===== config.mk =====
export PLATFORM = sky130hd
export DESIGN_NAME = gwb_front
export DESIGN_NICKNAME = d
export VERILOG_FILES = /design/src/sv/gradient_weighted_binarizer_assert.svh /design/src/sv/gwb_pkg.sv /design/src/sv/gwb_front.sv
export SDC_FILE = /design/constraint.sdc
export NUM_CORES = 1
export LEC_CHECK = 0
export ABC_CLOCK_PERIOD_IN_PS = 2700
export BUFFER_PORTS_ARGS = -buffer_cell sky130_fd_sc_hd__buf_2
export CORE_MARGIN = 2
export CORE_UTILIZATION = 52
export CTS_BUF_LIST = sky130_fd_sc_hd__clkbuf_8 sky130_fd_sc_hd__clkbuf_16
export CTS_CLUSTER_DIAMETER = 80
export DETAILED_ROUTE_END_ITERATION = 10
export GPL_TIMING_DRIVEN = 0
export PLACE_DENSITY_LB_ADDON = 0.08
export SLEW_MARGIN = 10
export SYNTH_ARGS = -nofsm -noshare
export SYNTH_HDL_FRONTEND = slang
export SYNTH_SLANG_ARGS = --single-unit

===== constraint.sdc =====
create_clock -name clk -period 2.7 [get_ports clk]
set_clock_uncertainty 0.2 [all_clocks]
set_input_delay 0.54 -clock clk [delete_from_list [all_inputs] [get_ports clk]]
set_output_delay 0.54 -clock clk [all_outputs]
set_load 0.02 [all_outputs]

===== src/sv/gradient_weighted_binarizer_assert.svh =====
// Assertion macros for the gradient weighted binarizer.
`ifndef GRADIENT_WEIGHTED_BINARIZER_ASSERT_SVH
`define GRADIENT_WEIGHTED_BINARIZER_ASSERT_SVH
// same-cycle implication
`define GWB_ASSERT_IMP(lbl, ante, cons) \
	lbl: assert property (@(posedge clk) disable iff (!arst_n) (ante) |-> (cons)) \
		else $error("gwb assertion failed");
// next-cycle implication
`define GWB_ASSERT_NXT(lbl, ante, cons) \
	lbl: assert property (@(posedge clk) disable iff (!arst_n) (ante) |=> (cons)) \
		else $error("gwb assertion failed");
`endif


===== src/sv/gwb_pkg.sv =====
// Shared types and constants of the gradient weighted binarizer.
package gwb_pkg;
	localparam int PIX_W          = 8;
	localparam int CFG_W          = 11;
	localparam int MAX_WIDTH_DEF  = 1024;
	localparam int MAX_HEIGHT_DEF = 1024;
	localparam logic [CFG_W-1:0] SIZE_RESET = 11'd1024;

	localparam logic ACT_MEASURE  = 1'b0;
	localparam logic ACT_BINARIZE = 1'b1;
	localparam logic KIND_THRESH  = 1'b0;
	localparam logic KIND_PIXEL   = 1'b1;
	localparam logic REG_WIDTH    = 1'b0;
	localparam logic REG_HEIGHT   = 1'b1;

	typedef struct packed {
		logic             action;
		logic [PIX_W-1:0] gray;
	} item_t;

	typedef struct packed {
		logic             done;
		logic [PIX_W-1:0] quo;
	} div_rsp_t;
endpackage


===== src/sv/gwb_front.sv =====
// Input request queue: accepts pixels and hands them to the back end in order.
module gwb_front import gwb_pkg::*; (
	input  logic  clk,
	input  logic  arst_n,
	input  logic  push,
	input  item_t in_item,
	output logic  full,
	output logic  head_v,
	output item_t head,
	input  logic  head_pop
);
	item_t      mem_q [2];
	logic       wr_q, rd_q;
	logic [1:0] cnt_q;
	logic       do_push, do_pop;

	assign full     = (cnt_q == 2'd2);
	assign head_v   = (cnt_q != 2'd0);
	assign head     = mem_q[rd_q];
	assign do_push  = push && !full;
	assign do_pop   = head_pop && head_v;

	always_ff @(posedge clk) begin
		if (do_push) mem_q[wr_q] <= in_item;
	end

	always_ff @(posedge clk or negedge arst_n) begin
		if (!arst_n) begin
			wr_q  <= 1'b0;
			rd_q  <= 1'b0;
			cnt_q <= 2'd0;
		end else begin
			if (do_push) wr_q <= ~wr_q;
			if (do_pop) rd_q <= ~rd_q;
			cnt_q <= cnt_q + 2'(do_push) - 2'(do_pop);
		end
	end
endmodule


==> metrics.csv, run 1 <==
stage,metric,value,unit
logic_synthesis,multiplexer share of the synthesized area,0.119,
logic_synthesis,largest family of logic cells by synthesized area,multiplexers,
sta,final-report setup violation count,0,
floorplan,die area,1980,um2
logic_synthesis,Synth Area in XOR/XNOR,0.0411,
sta,Slew headroom,0.498,
logic_synthesis,Synth warnings,0,
final_layout,"commonest non-fill, non-tap cell in the layout",buf_2,
critical_path,crit path launch type,flop,
detailed_routing,Vias/cell,5.10,
logic_synthesis,post-synthesis adder-cell area fraction,0.0294,
logic_synthesis,register area share after synthesis,0.752,
clocking,latest clock arrival within the worst-skew pair,0.25,ns
logic_synthesis,syn nets,61,
final_layout,Fillers,109,
critical_path,r2r setup slk,0.82,ns
sta,Slew Limit Fails,0,
outcome,status,"finished, final reports clean",
detailed_routing,Routed wire per std cell,13.8,um
final_layout,area grow syn2layout,22.3,%
clocking,Inserted Clock Buffers,3,
hold_path,Hold Path Class,input port to flop,
detailed_routing,final wirelength,1240,um
logic_synthesis,library cells used by synthesis,14,
final_layout,nets,90,
grt,initial antenna violation count,0,
sta,period utilization,0.773,
placement,IO Port Bufs,23,
final_layout,ANT cells,0,
sta,unrepaired setup endpoints after global routing,no,
detailed_routing,1st-pass router iterations,3,
clocking,H-tree depth,1,
placement,Post-DP HPWL,905,um
critical_path,Max Fanout on Critical Path,10,
detailed_routing,DRC,0,
hold_path,Hold Path Depth,1,
sta,worst slew pin tran,0.750,ns
job,Max Cap Violations,0,
final_layout,layout cells sized above 1,0.514,
grt,largest net degree at the start of global routing,13,
detailed_routing,Final ANT Viol Nets,0,
clocking,Root Driver,clkbuf_8,
sta,Period minus WS final,2.09,ns
logic_synthesis,Syn Area/Cell,18.5,um2
detailed_routing,vias,459,
critical_path,Worst R2R Path Depth,7,
power,Pwr Density,1100,nW/um2
power,Peak VDD IR,0.000606,V
sta,Final Hold Fails,0,
final_layout,area of the multi-input gates,199,um2
logic_synthesis,share of the synthesized area in the top cell type,0.634,
critical_path,Worst Path Required,1.96,ns
grt,Total GRT Usage,0.142,
sta,fmax,0.479,GHz
clocking,post-CTS setup buffers,0,
logic_synthesis,Area contributors post-synth,"edfxtp_1 63%, mux2_2 12%, dfrtp_1 12%, xnor2_1 3.1%, ha_1 2.9%",
floorplan,chip height,44.5,um
clocking,Clock Pin Slew Worst Setup and Hold Paths,0.07,ns
floorplan,starting density of the core,0.559,
detailed_routing,1st-iter DRT viols,11,
clocking,Longest Clk Path Bufs,2,
grt,total global routing overflow,0,
clocking,clk sinks,22,
sta,Setup TNS,0,ns
floorplan,die width,44.5,um
final_layout,Sequential Area,641,um2
placement,dpl cells,85,
critical_path,endpoint type of the worst setup path,output port,
floorplan,I/O pin cnt,24,
final_layout,"commonest cells after routing, fill and taps aside","24 x buf_2, 18 x edfxtp_1, 9 x mux2_2",
grt,vias in the first global route,471,
critical_path,kind of critical path,flop to output port,
logic_synthesis,Synth Area in Simple Gates,0.0441,
clocking,CTS tree,done,
power,LEAKAGE,0.435,nW
logic_synthesis,compound-gate portion of the synthesized area,0,
logic_synthesis,Syn Inst Count,46,
floorplan,core area,1520,um2
floorplan,# rows,14,
placement,gpl congestion,0.652,
final_layout,post-route insts no fill,90,
logic_synthesis,synthesized area,852,um2
critical_path,arrival time worst endpoint,1.35,ns
logic_synthesis,largest area contributor in the netlist,edfxtp_1,
grt,first-pass GRT wire length,1950,um
logic_synthesis,Seq cells post-synth,22,
## registers in the layout (all words and copies together) (netlist names)
name,cells
wr_q,1
cnt_q,2
mem_q,18
rd_q,1
## logic make-up after synthesis
kind of cell / Yosys count
flops: 22
xor+xnor: 4
mux: 9
simple gates: 6
buf+inv: 3
fa+ha+maj: 2
## worst paths after layout
check                            from           to
hold reg to reg                  wr_q         wr_q
hold / removal             in_item[0]  mem_q[1][0]
max in group asynchronous      arst_n         rd_q
min in group asynchronous      arst_n         wr_q
setup / recovery                 rd_q      head[2]
setup reg to reg             cnt_q[1]     cnt_q[1]
## Yosys cell counts
master    instances
and2_4            1
and3_1            1
buf_2             1
dfrtp_1           4
edfxtp_1         18
ha_1              2
inv_1             2
mux2_2            9
nand2_1           1
nand2b_1          1
nor2_1            1
or2_4             1
xnor2_1           3
xor2_1            1
## repair_timing
action,in CTS,in global routing
hold endpoints to repair,4,0
hold buffers,1,0
gates resized for setup,0,0
## worst max-delay path: stages (launching register included)
cell and delay [ns]:
dfrtp_1 0.32, buf_2 0.24, mux2_2 0.37, buf_2 0.16
## metrics by stage
stage | instance area [um2] | setup slack, ns | total power, W | hold WS [ns] | utilization
3_5_place_dp | 987 | 0.783 | 0.000966 | 0.152 | 0.648
6_report | 1040 | 0.613 | 0.00115 | 0.273 | 0.684
4_1_cts | 1040 | 0.592 | 0.00116 | 0.267 | 0.684
3_3_place_gp | 987 | 0.764 | 0.000958 | 0.154 | 0.648
5_1_grt | 1040 | 0.553 | 0.00121 | 0.266 | 0.684
2_1_floorplan | 852 | 0.834 | 0.000842 | 0.0444 | -
## layer usage
| metal | track usage | routed length [um] | vias up |
|---|---|---|---|
| met5 | 0 | 0 | - |
| met4 | 0.0364 | 0 | 0 |
| met2 | 0.264 | 682 | 15 |
| li1 | - | - | 221 |
| met3 | 0.0367 | 61 | 0 |
| met1 | 0.158 | 496 | 223 |
## layout make-up
type / instances / area share
multi-input combinational: 21 / 0.191
inverter: 2 / 0.00720
clock inverter: 1 / 0.00360
timing repair buffer: 24 / 0.120
clock buffer: 3 / 0.0396
tap: 16 / 0.0192
buffer: 1 / 0.00480
sequential: 22 / 0.615
## power by group
group / leakage, nW / switching [W] / internal (W)
registers: 0.214 / 0.0000333 / 0.000475
clock network: 0.0269 / 0.0000928 / 0.000101
logic: 0.194 / 0.000250 / 0.000194
(Power assumes the default switching activity.)
==> run 2, diff against run 1 <==
--- a/config.mk
+++ b/config.mk
@@ -5,10 +5,10 @@
 export SDC_FILE = /design/constraint.sdc
 export NUM_CORES = 1
 export LEC_CHECK = 0
-export ABC_CLOCK_PERIOD_IN_PS = 2700
+export ABC_CLOCK_PERIOD_IN_PS = 2000
 export BUFFER_PORTS_ARGS = -buffer_cell sky130_fd_sc_hd__buf_2
 export CORE_MARGIN = 2
-export CORE_UTILIZATION = 52
+export CORE_UTILIZATION = 49
 export CTS_BUF_LIST = sky130_fd_sc_hd__clkbuf_8 sky130_fd_sc_hd__clkbuf_16
 export CTS_CLUSTER_DIAMETER = 80
 export DETAILED_ROUTE_END_ITERATION = 10
==> constraint.sdc (replaced) <==
create_clock -name clk -period 2 [get_ports clk]
set_clock_uncertainty 0.2 [all_clocks]
set_input_delay 0.4 -clock clk [delete_from_list [all_inputs] [get_ports clk]]
set_output_delay 0.4 -clock clk [all_outputs]
set_load 0.02 [all_outputs]
==> run 2 against run 1 <==
Effect of this change: utilization decreased by 6.0 points; non-clock buffer count unchanged; combinational power increased by 35%; hold slack got worse by 0.14 ns; sequential share of layout area decreased by 0.66 points; final area increased by 1.1%; largest cell class unchanged; largest power group unchanged; final cell count increased by 1.1%; first-iteration DRC count decreased by 73%; total power increased by 38%; critical path depth unchanged; sequential power increased by 34%; critical endpoint unchanged; critical path type unchanged.
==> metrics.csv, run 2 (synthesis results as in run 1) <==
stage,metric,value,unit,change
job,Max Cap Violations,0,,unchanged
detailed_routing,vias,451,,-1.7%
sta,Final Hold Fails,0,,unchanged
floorplan,die area,2090,um2,+5.6%
final_layout,nets,90,,unchanged
hold_path,Hold Path Depth,1,,unchanged
sta,Setup TNS,0,ns,unchanged
critical_path,kind of critical path,flop to output port,,
critical_path,worst reg2reg path endpoint,cnt_q[1],,
clocking,clk sinks,22,,unchanged
floorplan,core area,1690,um2,+11%
sta,Slew Limit Fails,0,,unchanged
critical_path,endpoint type of the worst setup path,output port,,
final_layout,Biggest register,mem_q,,
critical_path,arrival time worst endpoint,1.33,ns,-0.02 ns
clocking,CTS tree,done,,
final_layout,Top Registers,"mem_q x18, cnt_q x2",,
detailed_routing,Vias/cell,4.96,,-2.8%
grt,vias in the first global route,396,,-16%
sta,Hold Slack,0.132,ns,-0.141 ns
power,Pwr Density,1500,nW/um2,+37%
sta,Period minus WS final,1.93,ns,
detailed_routing,1st-iter DRT viols,3,,-8
final_layout,post-route insts no fill,91,,+1.1%
hold_path,Hold Path Class,input port to flop,,
final_layout,ANT cells,0,,unchanged
sta,unrepaired setup endpoints after global routing,no,,
critical_path,crit path launch type,flop,,
final_layout,max FFs per register,18,,unchanged
grt,total global routing overflow,0,,unchanged
placement,IO Port Bufs,23,,unchanged
grt,GR Layer Usage met3,0.0278,,-0.00896
sta,Slew headroom,0.460,,-0.0381
floorplan,# rows,15,,+1
grt,Total GRT Usage,0.121,,-0.0210
detailed_routing,final wirelength,1130,um,-9.0%
grt,first-pass GRT wire length,1700,um,-13%
final_layout,"commonest cells after routing, fill and taps aside","24 x buf_2, 18 x edfxtp_1, 9 x mux2_2",,
final_layout,layout cells sized above 1,0.527,,+0.0135
floorplan,I/O pin cnt,24,,unchanged
clocking,Longest Clk Path Bufs,2,,unchanged
power,Peak VDD IR,0.000951,V,+57%
critical_path,Worst R2R Path Depth,7,,unchanged
clocking,Inserted Clock Buffers,3,,unchanged
hold_path,hold endpoint,mem_q[0][4],,
clocking,Root Driver,clkbuf_8,,
sta,fmax,0.518,GHz,
grt,Global Route met2 Usage,0.192,,-0.0722
clocking,Clock Pin Slew Worst Setup and Hold Paths,0.07,ns,about the same
detailed_routing,1st-pass router iterations,2,,-1
sta,period utilization,0.966,,
floorplan,chip height,45.7,um,+2.7%
power,LEAKAGE,0.437,nW,+0.43%
placement,dpl cells,86,,+1.2%
grt,Most Crowded Layer GR,met2,,
critical_path,r2r setup slk,0.12,ns,-0.70 ns
sta,final-report setup violation count,0,,unchanged
final_layout,area grow syn2layout,23.6,%,
critical_path,Max Fanout on Critical Path,10,,unchanged
clocking,post-CTS setup buffers,0,,unchanged
placement,Post-DP HPWL,789,um,-13%
final_layout,"commonest non-fill, non-tap cell in the layout",buf_2,,
clocking,latest clock arrival within the worst-skew pair,0.25,ns,about the same
critical_path,R2R Path Start,cnt_q[1],,
hold_path,hold_sp,in_item[4],,
floorplan,die width,45.7,um,+2.7%
outcome,status,"finished, final reports clean",,
placement,gpl congestion,0.615,,-5.7%
detailed_routing,Final ANT Viol Nets,0,,unchanged
grt,GRT met1 Usage,0.152,,-0.00613
floorplan,starting density of the core,0.504,,-0.0547
grt,largest net degree at the start of global routing,13,,unchanged
grt,initial antenna violation count,0,,unchanged
detailed_routing,Routed wire per std cell,12.4,um,-10%
sta,worst slew pin tran,0.807,ns,+0.0569 ns
clocking,H-tree depth,1,,unchanged
critical_path,Worst Path Required,1.40,ns,-0.56 ns
detailed_routing,DRC,0,,unchanged
## run 2: where the power goes
part | internal (W) | leakage (nW) | switching (W)
Combinational | 0.000262 | 0.194 | 0.000336
Sequential | 0.000641 | 0.214 | 0.0000421
Clock | 0.000175 | 0.0288 | 0.000129
Total | 0.00108 | 0.437 | 0.000507
## run 2: worst max-delay path by stage
stage	slack [ns]	startpoint	endpoint	cells after the start
final	0.07	rd_q	head[2]	3
after global routing	0.0007	rd_q	head[2]	3
after CTS	0.04	rd_q	head[2]	3
after detailed placement	0.12	cnt_q[1]	cnt_q[1]	7
after global placement	0.14	cnt_q[1]	cnt_q[1]	7
after floorplan	0.13	cnt_q[1]	cnt_q[1]	7
## run 2: area by class of cell
cell class	count	area, um2
fillers	133	636
clock buffers	4	55.1
well taps	17	21.3
flip-flops and latches	22	641
inverters	2	7.51
multi-input cells	21	199
plain buffers	1	5.00
repair buffers	24	125
## run 2: per-stage QoR
step                setup slack [ns]  total power [W]  area [um2]   util
finish                        0.0679          0.00158        1050  0.624
global placement               0.141          0.00129         988  0.585
detailed placement             0.124          0.00130         988  0.585
floorplan                      0.134          0.00114         852      -
CTS                           0.0435          0.00161        1050  0.624
global route                0.000656          0.00167        1050  0.624
## run 2: per-layer routing
layer / share of wire / up-vias
met1: 0.45 / 211
met5: 0 / -
li1: - / 224
met4: 0.0089 / 0
met2: 0.49 / 14
met3: 0.056 / 2
## run 2: what timing repair did
action,4_1_cts,5_1_grt
hold buffers,1,0
hold endpoints to repair,4,0
resized for setup,0,0
## run 2: critical path, cell delays in order (launching register included)
cell and delay [ns]:
dfrtp_1 0.32, buf_2 0.23, mux2_2 0.37, buf_2 0.16
